## src/rtl/core/tmb_pkg.sv

```systemverilog
package tmb_pkg;

  localparam int TIME_BITS  = 48;
  localparam int IVAL_BITS  = 32;
  localparam int DELAY_BITS = 31;

  localparam logic [TIME_BITS-1:0]  TIME_MAX  = '1;
  localparam logic [DELAY_BITS-1:0] DELAY_MAX = '1;

  // command codes (s_tuser)
  localparam logic [1:0] CMD_START   = 2'd0;
  localparam logic [1:0] CMD_STOP    = 2'd1;
  localparam logic [1:0] CMD_ADVANCE = 2'd2;

  // result kinds (m_tuser)
  localparam logic KIND_FIRE    = 1'b0;
  localparam logic KIND_SUMMARY = 1'b1;

  typedef logic [TIME_BITS-1:0] tstamp_t;
  typedef logic [IVAL_BITS-1:0] ival_t;

  typedef struct packed {
    logic load_in;      // capture input beat, restart scan
    logic exec;         // apply start / stop
    logic rd_en;        // read slot memories at scan index
    logic fold_old;     // fold stored deadline into earliest
    logic per_calc;     // register both candidate deadlines
    logic per_wr;       // write back periodic deadline and fold it
    logic oneshot_clr;  // deactivate slot at scan index
    logic idx_inc;
    logic out_fire;
    logic out_sum;
  } tmb_cmd_t;

  typedef struct packed {
    logic due;
    logic periodic;
    logic idx_last;
    logic out_free;
  } tmb_stat_t;

  function automatic tstamp_t sat_add(tstamp_t a, ival_t b);
    logic [TIME_BITS:0] s;
    s = {1'b0, a} + {{(TIME_BITS + 1 - IVAL_BITS){1'b0}}, b};
    return s[TIME_BITS] ? TIME_MAX : s[TIME_BITS-1:0];
  endfunction

endpackage

```

## src/rtl/core/tmb_datapath.sv

```systemverilog
module tmb_datapath import tmb_pkg::*; #(
  parameter int NUM_SLOTS = 16
) (
  input  logic       clk,
  input  logic       rst,
  input  tmb_cmd_t   cmd,
  output tmb_stat_t  stat,
  input  logic [1:0] in_command,
  input  logic [3:0] in_slot,
  input  ival_t      in_interval,
  input  logic       in_recurring,
  input  tstamp_t    in_now,
  output logic       m_tvalid,
  input  logic       m_tready,
  output logic [39:0] m_tdata,  // fired_slot[3:0], armed[4], delay_ms[35:5], zero[39:36]
  output logic       m_tuser,   // kind
  output logic       m_tlast
);

  localparam int SW = (NUM_SLOTS > 1) ? $clog2(NUM_SLOTS) : 1;

  // captured command
  logic [1:0] cmd_q;
  logic [3:0] slot_q;
  ival_t      ival_q;
  logic       rec_q;
  tstamp_t    now_q;

  logic [SW-1:0]        idx;
  logic [NUM_SLOTS-1:0] active;
  logic [NUM_SLOTS-1:0] periodic;

  tstamp_t dl_mem [NUM_SLOTS];
  ival_t   iv_mem [NUM_SLOTS];
  tstamp_t dl_q;
  ival_t   iv_q;

  tstamp_t cand;
  tstamp_t alt;
  tstamp_t per_new;

  logic    armed_acc;
  tstamp_t earliest;

  logic            out_valid;
  logic            out_kind;
  logic [3:0]      out_slot;
  logic            out_armed;
  logic [DELAY_BITS-1:0] out_delay;
  logic            out_last;

  logic [8:0]    slot_ext;
  logic [8:0]    idx_ext;
  logic          slot_ok;
  logic [SW-1:0] slot_addr;
  logic          start_wr;
  logic          stop_wr;
  logic          dl_we;
  logic [SW-1:0] dl_waddr;
  tstamp_t       dl_wdata;
  logic          cur_active;
  logic          fold_en;
  tstamp_t       fold_val;
  logic [TIME_BITS:0]    diff;
  logic                  le_now;
  logic                  big;
  logic [DELAY_BITS-1:0] sum_delay;

  assign slot_ext  = {5'd0, slot_q};
  assign idx_ext   = {{(9 - SW){1'b0}}, idx};
  assign slot_ok   = slot_ext < 9'(NUM_SLOTS);
  assign slot_addr = slot_ext[SW-1:0];
  assign start_wr  = cmd.exec && (cmd_q == CMD_START) && slot_ok;
  assign stop_wr   = cmd.exec && (cmd_q == CMD_STOP) && slot_ok;

  assign dl_we    = start_wr || cmd.per_wr;
  assign dl_waddr = cmd.per_wr ? idx : slot_addr;
  assign dl_wdata = cmd.per_wr ? per_new : sat_add(now_q, ival_q);

  assign cur_active = active[idx];
  // catch-up: if one interval step is still not in the future, restart from now
  assign per_new    = (cand <= now_q) ? alt : cand;
  assign fold_en    = cmd.per_wr || (cmd.fold_old && cur_active);
  assign fold_val   = cmd.per_wr ? per_new : dl_q;

  assign stat.due      = cur_active && (dl_q <= now_q) && (cmd_q == CMD_ADVANCE);
  assign stat.periodic = periodic[idx];
  assign stat.idx_last = idx == SW'(NUM_SLOTS - 1);
  assign stat.out_free = !out_valid || m_tready;

  always_ff @(posedge clk) begin
    if (cmd.load_in) begin
      cmd_q  <= in_command;
      slot_q <= in_slot;
      ival_q <= in_interval;
      rec_q  <= in_recurring;
      now_q  <= in_now;
    end
  end

  always_ff @(posedge clk) begin
    if (rst) begin
      idx <= '0;
    end else if (cmd.load_in) begin
      idx <= '0;
    end else if (cmd.idx_inc) begin
      idx <= idx + 1'b1;
    end
  end

  always_ff @(posedge clk) begin
    if (rst) begin
      active   <= '0;
      periodic <= '0;
    end else begin
      if (start_wr) begin
        active[slot_addr]   <= 1'b1;
        periodic[slot_addr] <= rec_q;
      end
      if (stop_wr) begin
        active[slot_addr] <= 1'b0;
      end
      if (cmd.oneshot_clr) begin
        active[idx] <= 1'b0;
      end
    end
  end

  always_ff @(posedge clk) begin
    if (start_wr) begin
      iv_mem[slot_addr] <= ival_q;
    end
    if (dl_we) begin
      dl_mem[dl_waddr] <= dl_wdata;
    end
    if (cmd.rd_en) begin
      dl_q <= dl_mem[idx];
      iv_q <= iv_mem[idx];
    end
  end

  always_ff @(posedge clk) begin
    if (cmd.per_calc) begin
      cand <= sat_add(dl_q, iv_q);
      alt  <= sat_add(now_q, iv_q);
    end
  end

  always_ff @(posedge clk) begin
    if (rst) begin
      armed_acc <= 1'b0;
    end else if (cmd.load_in) begin
      armed_acc <= 1'b0;
    end else if (fold_en) begin
      armed_acc <= 1'b1;
    end
  end

  always_ff @(posedge clk) begin
    if (fold_en && (!armed_acc || fold_val < earliest)) begin
      earliest <= fold_val;
    end
  end

  // summary delay
  assign diff   = {1'b0, earliest} - {1'b0, now_q};
  assign le_now = earliest <= now_q;
  assign big    = |diff[TIME_BITS-1:DELAY_BITS];

  always_comb begin
    if (!armed_acc) begin
      sum_delay = '0;
    end else if (le_now) begin
      sum_delay = DELAY_BITS'(1);
    end else if (big) begin
      sum_delay = DELAY_MAX;
    end else begin
      sum_delay = diff[DELAY_BITS-1:0];
    end
  end

  always_ff @(posedge clk) begin
    if (rst) begin
      out_valid <= 1'b0;
    end else if (cmd.out_fire || cmd.out_sum) begin
      out_valid <= 1'b1;
    end else if (m_tready) begin
      out_valid <= 1'b0;
    end
  end

  always_ff @(posedge clk) begin
    if (cmd.out_fire) begin
      out_kind  <= KIND_FIRE;
      out_slot  <= idx_ext[3:0];
      out_armed <= 1'b0;
      out_delay <= '0;
      out_last  <= 1'b0;
    end else if (cmd.out_sum) begin
      out_kind  <= KIND_SUMMARY;
      out_slot  <= 4'd0;
      out_armed <= armed_acc;
      out_delay <= sum_delay;
      out_last  <= 1'b1;
    end
  end

  assign m_tvalid = out_valid;
  assign m_tdata  = {4'd0, out_delay, out_armed, out_slot};
  assign m_tuser  = out_kind;
  assign m_tlast  = out_last;

  a_last_is_summary: assert property (@(posedge clk) disable iff (rst)
    out_valid |-> (out_last == out_kind))
    else $error("last flag does not match result kind");

  a_disarmed_zero: assert property (@(posedge clk) disable iff (rst)
    (out_valid && out_kind == KIND_SUMMARY && !out_armed) |-> (out_delay == '0))
    else $error("disarmed summary with nonzero delay");

  a_armed_nonzero: assert property (@(posedge clk) disable iff (rst)
    (out_valid && out_kind == KIND_SUMMARY && out_armed) |-> (out_delay != '0))
    else $error("armed summary with zero delay");

  a_fire_payload: assert property (@(posedge clk) disable iff (rst)
    (out_valid && out_kind == KIND_FIRE) |-> (!out_armed && out_delay == '0))
    else $error("fire beat carries summary fields");

endmodule

```

## src/rtl/core/tmb_ctrl.sv

```systemverilog
module tmb_ctrl import tmb_pkg::*; (
  input  logic      clk,
  input  logic      rst,
  input  logic      s_tvalid,
  output logic      s_tready,
  input  tmb_stat_t stat,
  output tmb_cmd_t  cmd
);

  typedef enum logic [2:0] {
    IDLE,
    EXEC,
    RD,
    EVAL,
    PER,
    FIRE,
    SUM
  } state_t;

  state_t state;
  state_t state_next;

  always_ff @(posedge clk) begin
    if (rst) begin
      state <= IDLE;
    end else begin
      state <= state_next;
    end
  end

  always_comb begin
    cmd        = '0;
    s_tready   = 1'b0;
    state_next = state;
    case (state)
      IDLE: begin
        s_tready = 1'b1;
        if (s_tvalid) begin
          cmd.load_in = 1'b1;
          state_next  = EXEC;
        end
      end
      EXEC: begin
        cmd.exec   = 1'b1;
        state_next = RD;
      end
      RD: begin
        cmd.rd_en  = 1'b1;
        state_next = EVAL;
      end
      EVAL: begin
        if (stat.due) begin
          cmd.per_calc = 1'b1;
          if (stat.periodic) begin
            state_next = PER;
          end else begin
            cmd.oneshot_clr = 1'b1;
            state_next      = FIRE;
          end
        end else begin
          cmd.fold_old = 1'b1;
          if (stat.idx_last) begin
            state_next = SUM;
          end else begin
            cmd.idx_inc = 1'b1;
            state_next  = RD;
          end
        end
      end
      PER: begin
        cmd.per_wr = 1'b1;
        state_next = FIRE;
      end
      FIRE: begin
        if (stat.out_free) begin
          cmd.out_fire = 1'b1;
          if (stat.idx_last) begin
            state_next = SUM;
          end else begin
            cmd.idx_inc = 1'b1;
            state_next  = RD;
          end
        end
      end
      SUM: begin
        if (stat.out_free) begin
          cmd.out_sum = 1'b1;
          state_next  = IDLE;
        end
      end
      default: begin
        state_next = IDLE;
      end
    endcase
  end

  a_fire_needs_room: assert property (@(posedge clk) disable iff (rst)
    (cmd.out_fire || cmd.out_sum) |-> stat.out_free)
    else $error("result loaded into a full output register");

  a_accept_then_exec: assert property (@(posedge clk) disable iff (rst)
    (s_tvalid && s_tready) |=> (state == EXEC))
    else $error("accepted beat not executed");

  a_periodic_write: assert property (@(posedge clk) disable iff (rst)
    cmd.per_wr |-> $past(cmd.per_calc))
    else $error("periodic write-back without candidate computation");

endmodule

```

## src/rtl/core/multi_slot_timer_bank.sv

```systemverilog
// Timer bank: one command beat in, zero or more fire beats then one summary beat out.
// Flow: capture the beat and execute start/stop, then scan each slot in turn (one memory
// read, one evaluate); a fired one-shot adds the FIRE state, a fired periodic slot adds PER
// and FIRE, and the SUM state loads the summary. A new command is accepted only in IDLE,
// after the whole scan; output stalls hold the FIRE and SUM states.
// Reset (rst, sync, active high) clears all active/periodic bits and the output valid.
module multi_slot_timer_bank import tmb_pkg::*; #(
  parameter int NUM_SLOTS = 16
) (
  input  logic        clk,
  input  logic        rst,
  input  logic        s_tvalid,
  output logic        s_tready,
  input  logic [87:0] s_tdata,  // slot[3:0], interval[35:4], recurring[36],
                                // now_ms[84:37], zero[87:85]
  input  logic [1:0]  s_tuser,  // command
  output logic        m_tvalid,
  input  logic        m_tready,
  output logic [39:0] m_tdata,  // fired_slot[3:0], armed[4], delay_ms[35:5], zero[39:36]
  output logic        m_tuser,  // kind
  output logic        m_tlast
);

  tmb_cmd_t  cmd;
  tmb_stat_t stat;

  tmb_ctrl u_ctrl (
    .clk      (clk),
    .rst      (rst),
    .s_tvalid (s_tvalid),
    .s_tready (s_tready),
    .stat     (stat),
    .cmd      (cmd)
  );

  tmb_datapath #(
    .NUM_SLOTS (NUM_SLOTS)
  ) u_datapath (
    .clk          (clk),
    .rst          (rst),
    .cmd          (cmd),
    .stat         (stat),
    .in_command   (s_tuser),
    .in_slot      (s_tdata[3:0]),
    .in_interval  (s_tdata[35:4]),
    .in_recurring (s_tdata[36]),
    .in_now       (s_tdata[84:37]),
    .m_tvalid     (m_tvalid),
    .m_tready     (m_tready),
    .m_tdata      (m_tdata),
    .m_tuser      (m_tuser),
    .m_tlast      (m_tlast)
  );

endmodule

```

## config.mk

```make
export PLATFORM = sky130hd
export DESIGN_NAME = multi_slot_timer_bank
export DESIGN_NICKNAME = d
export VERILOG_FILES = /design/src/rtl/core/tmb_pkg.sv /design/src/rtl/core/tmb_datapath.sv /design/src/rtl/core/tmb_ctrl.sv /design/src/rtl/core/multi_slot_timer_bank.sv
export SDC_FILE = /design/constraint.sdc
export NUM_CORES = 2
export LEC_CHECK = 0
export ABC_AREA = 1
export BUFFER_PORTS_ARGS = -buffer_cell sky130_fd_sc_hd__clkbuf_2
export CORE_ASPECT_RATIO = 0.8
export CORE_MARGIN = 1.5
export CORE_UTILIZATION = 48
export DETAILED_ROUTE_END_ITERATION = 7
export GPL_ROUTABILITY_DRIVEN = 0
export PLACE_DENSITY = 0.71
export SYNTH_ARGS = -nofsm -noshare
export SYNTH_HDL_FRONTEND = slang
export SYNTH_SLANG_ARGS = --single-unit
export TNS_END_PERCENT = 20
```

## constraint.sdc

```tcl
create_clock -name clk -period 7.2 [get_ports clk]
set_input_delay 0.72 -clock clk [delete_from_list [all_inputs] [get_ports clk]]
set_output_delay 0.72 -clock clk [all_outputs]
set_load 0.02 [all_outputs]
```

### Yosys cells after proc, flatten, opt, wreduce, memory -nomap -nowiden

Memory sizes are Yosys's and may differ from the RTL's. A register that Yosys moved wholly into a read port is not among the register bits.
Cells that the tools add are included.

| word-level totals | value |
|---|---|
| memory bits (writable) | 1280 |
| input bits | 94 |
| output and inout port bits | 44 |
| memories | 2 |
| bits in registers | 309 |
| word-level logic and storage cells | 131 |

Memory list:

| memory | depth | bits a word | read ports | clocked after Yosys merged registers in | wr ports | RTL line | RTL |
|---|---|---|---|---|---|---|---|
| u_datapath.dl_mem | 16 | 48 | 1 | 1 | 1 | tmb_datapath.sv:33 | `tstamp_t dl_mem [NUM_SLOTS];` |
| u_datapath.iv_mem | 16 | 32 | 1 | 1 | 1 | tmb_datapath.sv:34 | `ival_t iv_mem [NUM_SLOTS];` |

| cells by class | value |
|---|---|
| magnitude comparators | 9 |
| bitwise gates (word level) | 5 |
| muxes and demuxes | 56 |
| reduce and logical (&&, ||, !) cells | 24 |
| $add $sub $neg | 5 |
| eq/ne operators | 12 |

Operators with widths:

| operator | number |
|---|---|
| 2-to-1 mux 48 bit | 4 |
| adder 48 x 32 -> 49 bit | 3 |
| <= comparator 48 bit | 3 |
| 2-to-1 mux 31 bit | 3 |
| 2-to-1 mux 16 bit | 5 |
| less-than comparator 48 bit | 1 |
| subtractor 48 bit | 1 |
| AND 16 bit | 2 |
| NOT 16 bit | 2 |
| 2-to-1 mux 1 bit | 27 |
| case mux 3 bit (7 select lines) | 1 |
| OR reduction 17 bit | 1 |
| bitwise mux 16 bit | 1 |
| OR 16 bit | 1 |
| less-than comparator 4 x 5 -> 1 bit, second input constant | 3 |
| 2-to-1 mux 3 bit | 5 |
| 2-to-1 mux 4 bit | 3 |
| logical AND 1 bit | 10 |
| == test 3 bit, second input constant | 3 |
| binary-select mux 1 bit (select 4 bit) | 2 |
| demux 1 bit (select 4 bit) | 2 |
| >= comparator 4 x 1 -> 1 bit, second input constant | 2 |
| == test 3 x 2 -> 1 bit, second input constant | 2 |
| inequality test 2 bit, second input constant | 3 |
| other kinds (14) | 21 |

### Depth between registers and ports, before layout

| logic depth | value |
|---|---|
| depth after elaboration | 12 |
| gate-level depth with buffers | 33 |
| depth with buffers taken out | 31 |

### Modules after synthesis

A second synthesis with hierarchy kept.

| unflattened totals | value |
|---|---|
| cells, all modules | 7163 |
| area total of the unflattened synthesis | 77299.1 um^2 |

By module, submodules not included:

| module | sequential area each (um^2) | area an instance (um^2) | cells an instance | times used |
|---|---|---|---|---|
| tmb_datapath | 49317.3 | 77023.9 | 7112 | 1 |
| tmb_ctrl | 60.1 | 275.3 | 51 | 1 |

### Least setup slack after synthesis

OpenSTA, ideal clock, no wires.

| path | value |
|---|---|
| path kind | reg2reg |
| from | reg u_ctrl.state[1] |
| to | reg u_ctrl.state[1] |
| period minus slack after synthesis | 6.794 ns |
| required time | 7.117 ns |
| path buffers | 0 |
| path slack | 0.406 ns |
| data arrival time | 6.711 ns |
| cell stages (with the launch flop) | 5 |
| library setup time | 0.083 ns |
| path through | dfxtp_1 -> inv_1 -> nor3_1 -> o21ai_0 -> a21oi_1 |

| between the ends | value |
|---|---|
| cells in the longest elaborated chain, start to end | 3 |
| elaborated cells on any way between the ends | 12 |
| classes of those cells | eq/ne: 9; mux: 1; reduce/logical: 2 |

Ends and longest elaborated chain:

| what | RTL line | RTL |
|---|---|---|
| start: declaration | tmb_ctrl.sv:20 | `state_t state;` |
| start signal: assignment | tmb_ctrl.sv:27 | `state <= state_next;` |
| == test 3 bit / logical NOT 3 bit (equally long branches) | tmb_ctrl.sv:35 | `case (state)` |
| inequality test 2 bit (no line) | n/a |  |
| AND reduction 3 bit (no line) | n/a |  |

Several ways; a longest one is shown, not always the timed one.
A chain may end at the register's enable or synchronous reset.

### Worst setup path after layout

| path | value |
|---|---|
| from | reg u_datapath.now_q[41] |
| to | reg u_datapath.earliest[44], enable pin |

| between the ends | value |
|---|---|
| elaborated cells on any way between the ends | 13 |
| classes of those cells | order compare: 3; mux: 4; reduce/logical: 6 |

RTL lines:

| what | RTL line | RTL |
|---|---|---|
| start: declaration | tmb_datapath.sv:27 | `tstamp_t now_q;` |
| start signal: assignment | tmb_datapath.sv:97 | `now_q <= in_now;` |
| <= comparator 48 bit | tmb_datapath.sv:82 | `assign per_new = (cand <= now_q) ? alt : cand;` |
| 2-to-1 mux 48 bit | tmb_datapath.sv:82 |  |
| 2-to-1 mux 48 bit | tmb_datapath.sv:84 | `assign fold_val = cmd.per_wr ? per_new : dl_q;` |
| via u_datapath.fold_val[42] | tmb_datapath.sv:63 | `tstamp_t fold_val;` |
| less-than comparator 48 bit | tmb_datapath.sv:160 | `if (fold_en && (!armed_acc \|\| fold_val < earliest)) begin` |
| logical OR 1 bit | tmb_datapath.sv:160 |  |
| logical AND 1 bit | tmb_datapath.sv:160 |  |
| end signal: assignment | tmb_datapath.sv:161 | `earliest <= fold_val;` |
| end: declaration | tmb_datapath.sv:43 | `tstamp_t earliest;` |

The timed path passes the listed nets, and every way through them passes these cells.

==> summary.txt <==
Status
  • Outcome: completed

GRT
  • First-pass GRT wire length: 346000 µm
  • Total track usage: 28.3%
  • Largest net degree at the start of global routing: between 200 and 250
  • GRT overflow: 0
  • Vias in the first global route: roughly 54000
  • Antenna violations before repair: 14

Logic synthesis
  • Register area share after synthesis: 64.0%
  • Post-synth ARST share: 0%
  • Synth Area per Inst: ~11 µm²
  • Mapped Cells: 7155
  • Distinct cell type count of the synthesized netlist: 63
  • Synthesis Warnings: 0
  • Cell area after synthesis: just under 0.08 mm²
  • Predominant post-synthesis flop cell: edfxtp_1
  • Seq cells post-synth: 1669
  • Share of the synthesized area in the top cell type: between 60% and 70%
  • Largest cells by area after synthesis: edfxtp_1, o21ai_0, nor2_1, nand2_1, ha_1
  • Synth area leader: edfxtp_1
  • Most frequent cell after synthesis: edfxtp_1
  • Top cells by count, synth: edfxtp_1, nor2_1, nand2_1, o21ai_0, inv_1
  • Post-synth EDFFs: roughly 1600

Clock tree
  • Post-CTS sizing: 0
  • Total CTS buffers: 163
  • # clock sinks: between 1500 and 2000
  • H-tree levels: 4
  • CTS tree: done
  • Clk pin slew, worst setup/hold paths: 0.06 ns
  • Setup Buffers After CTS: 0
  • Clock root buffer master: clkbuf_16
  • # hold bufs at CTS: 0
  • Later-pin clock latency in the skew report: roughly 0.85 ns
  • Largest buffer count on any clock path: 3

Worst hold path
  • Hold Crit Class: primary input to register

Power
  • Lkg Pwr: 30.9 nW
  • Worst VDD drop: 0.254 mV
  • PD cells: about 250 mW/mm²
  • Total power: 21.6 mW

Timing
  • Endpoints failing setup: 0
  • Min Tclk post-route: 6.00 ns
  • Post-route clock period utilization: a little over four fifths
  • Final hold vios: 0
  • Fmax: between 150 and 200 MHz
  • RSZ-0062 raised after global routing: false
  • Slew @ Worst Pin: between 1 and 1.5 ns
  • Clock Skew: 0.0707 ns
  • Slew headroom: 8.29%
  • Slew Viols, Final: 0
  • TNS Setup: 0 ns

Floorplan
  • Die area: around 0.16 mm²
  • Starting Density: 48.4%
  • Die width: 451 µm
  • Vert. Die Dim: 362 µm
  • Row count: about 130
  • Top Ports: 138
  • Total core area: 0.159 mm²

Worst setup path
  • CP Class: register to register
  • CP Data Required Time: 7.61 ns
  • CP Capture Type: register
  • Critical Path Fanout Max: between 40 and 50
  • Crit path arrival time: 6.41 ns
  • Startpoint type of the worst setup path: register

Finish
  • Finished Cell Area: 0.0853 mm²
  • Layout Utilization: 53.5%
  • Final layout net count: between 7000 and 8000
  • Share of layout cells above drive strength 1: 7.78%
  • Area delta synth->final: 10.5%

Route
  • Vias per inst: 6.12
  • Antenna viol nets, final: 0
  • Via count: 58100
  • DRC errors left: 0
  • TritonRoute pass-1 iters: 8
  • Initial DRC Count: 9536
  • DR WL/cell: 24.9 µm
  • Routed wire length: 236000 µm

Job
  • Max-Cap Viols: 0

Place
  • Buffers on Ports: 130
  • HPWL Detailed: 150000 µm
  • Dpl cell area: 0.0801 mm²
## final timing paths
check                                                     startpoint                              endpoint  slack, ns  cells after the start
worst min-delay path                                     s_tdata[12]        u_datapath.ival_q[8]$_DFFE_PP_       0.06                      1
worst min register to register  u_datapath.out_delay[6]$_SDFFE_PP0P_  u_datapath.out_delay[6]$_SDFFE_PP0P_       0.45                      2
worst max register to register        u_datapath.now_q[41]$_DFFE_PP_     u_datapath.earliest[44]$_DFFE_PP_       1.20                     25
worst max-delay path                  u_datapath.now_q[41]$_DFFE_PP_     u_datapath.earliest[44]$_DFFE_PP_       1.20                     25
## per-stage QoR
step | hold WS, ns | instances | worst slack (ns)
after floorplan | 0.420 | 7158 | 0.406
after global placement | 0.437 | 9182 | 1.54
after detailed placement | 0.442 | 9182 | 1.47
after CTS | 0.0208 | 9482 | 1.39
after global routing | 0.0378 | 9489 | 0.903
final | 0.0558 | 9493 | 1.20
## sequential cells by signal (all words and copies together) (netlist names), 4 cells and up
name / cells
u_datapath.dl_mem: 768
u_datapath.iv_mem: 512
u_datapath.alt: 48
u_datapath.cand: 48
u_datapath.dl_q: 48
u_datapath.earliest: 48
u_datapath.now_q: 48
u_datapath.iv_q: 32
u_datapath.ival_q: 32
u_datapath.out_delay: 31
u_datapath.active: 16
u_datapath.periodic: 16
u_datapath.idx: 4
u_datapath.out_slot: 4
u_datapath.slot_addr: 4
## power breakdown
group          switching (mW)  internal, mW  total, mW
registers               0.171          11.1       11.2
logic                    1.51         0.516       2.03
clock network            3.81          4.49       8.31
total                    5.49          16.1       21.6
## kinds of logic after synthesis
family / share of synthesized area, %
AOI/OAI and AO/OA: 12.4
xor gates and xnor gates: 1.35
adders and majority gates: 4.82
buffers and inverters: 3.90
DFF: 64.0
other: 0.00486
and+or+nand+nor: 13.6
## final cells by class
type | instances | area, µm²
Antenna cell | 11 | 27.5
Multi-Input combinational cell | 4713 | 25000
Inverter | 457 | 1730
Timing Repair Buffer | 215 | 1350
Sequential cell | 1669 | 49400
Clock buffer | 203 | 4290
Tap cell | 2128 | 2660
Clock inverter | 97 | 848
Fill cell | 13300 | 74200
## placed cells by master, fill, tap and decap left out, types with 20 or more instances in the layout
| cell | n |
|---|---|
| nand3_1 | 149 |
| nor2_4 | 22 |
| nand2_1 | 1054 |
| dfxtp_1 | 72 |
| edfxtp_1 | 1595 |
| inv_1 | 434 |
| ha_1 | 291 |
| clkbuf_16 | 164 |
| a21oi_1 | 332 |
| o22ai_1 | 330 |
| clkinv_2 | 24 |
| o21ai_0 | 875 |
| o21ai_1 | 23 |
| xor2_1 | 66 |
| buf_4 | 80 |
| nor3_1 | 34 |
| a31oi_1 | 63 |
| clkinv_1 | 42 |
| clkbuf_1 | 35 |
| inv_2 | 20 |
| nor2_1 | 1063 |
| or2_2 | 32 |
| nand4_1 | 143 |
| xnor2_1 | 51 |
| clkbuf_2 | 130 |
## routing by layer
metal  global-route usage (%)  up-vias  wire length [µm]
met5                        0        -               140
met4                     10.3        4              8990
li1                         -    25700                 -
met3                     8.06      549             32900
met1                     40.1    27900             93100
met2                     41.4     3881            101000
## critical path, cell delays in order (launching register included)
cell	delay [ns]
edfxtp_1	0.51
inv_1	0.20
ha_1	0.33
nand2_1	0.05
nor2_1	0.18
nand2_1	0.11
nor3_1	0.35
and2_1	0.19
nand2_1	0.05
nand3_1	0.09
nand2_1	0.08
inv_1	0.53
nor2_1	0.09
nor2_1	0.11
o21ai_0	0.14
o21ai_0	0.23
ha_1	0.32
nand2_1	0.08
nor2_1	0.05
a211oi_1	0.17
o21ai_0	0.11
a221oi_1	0.48
o2111a_1	0.33
nand2_1	0.11
a21oi_4	0.12
buf_4	0.56
No activity file was read; power rests on OpenSTA's default activity.
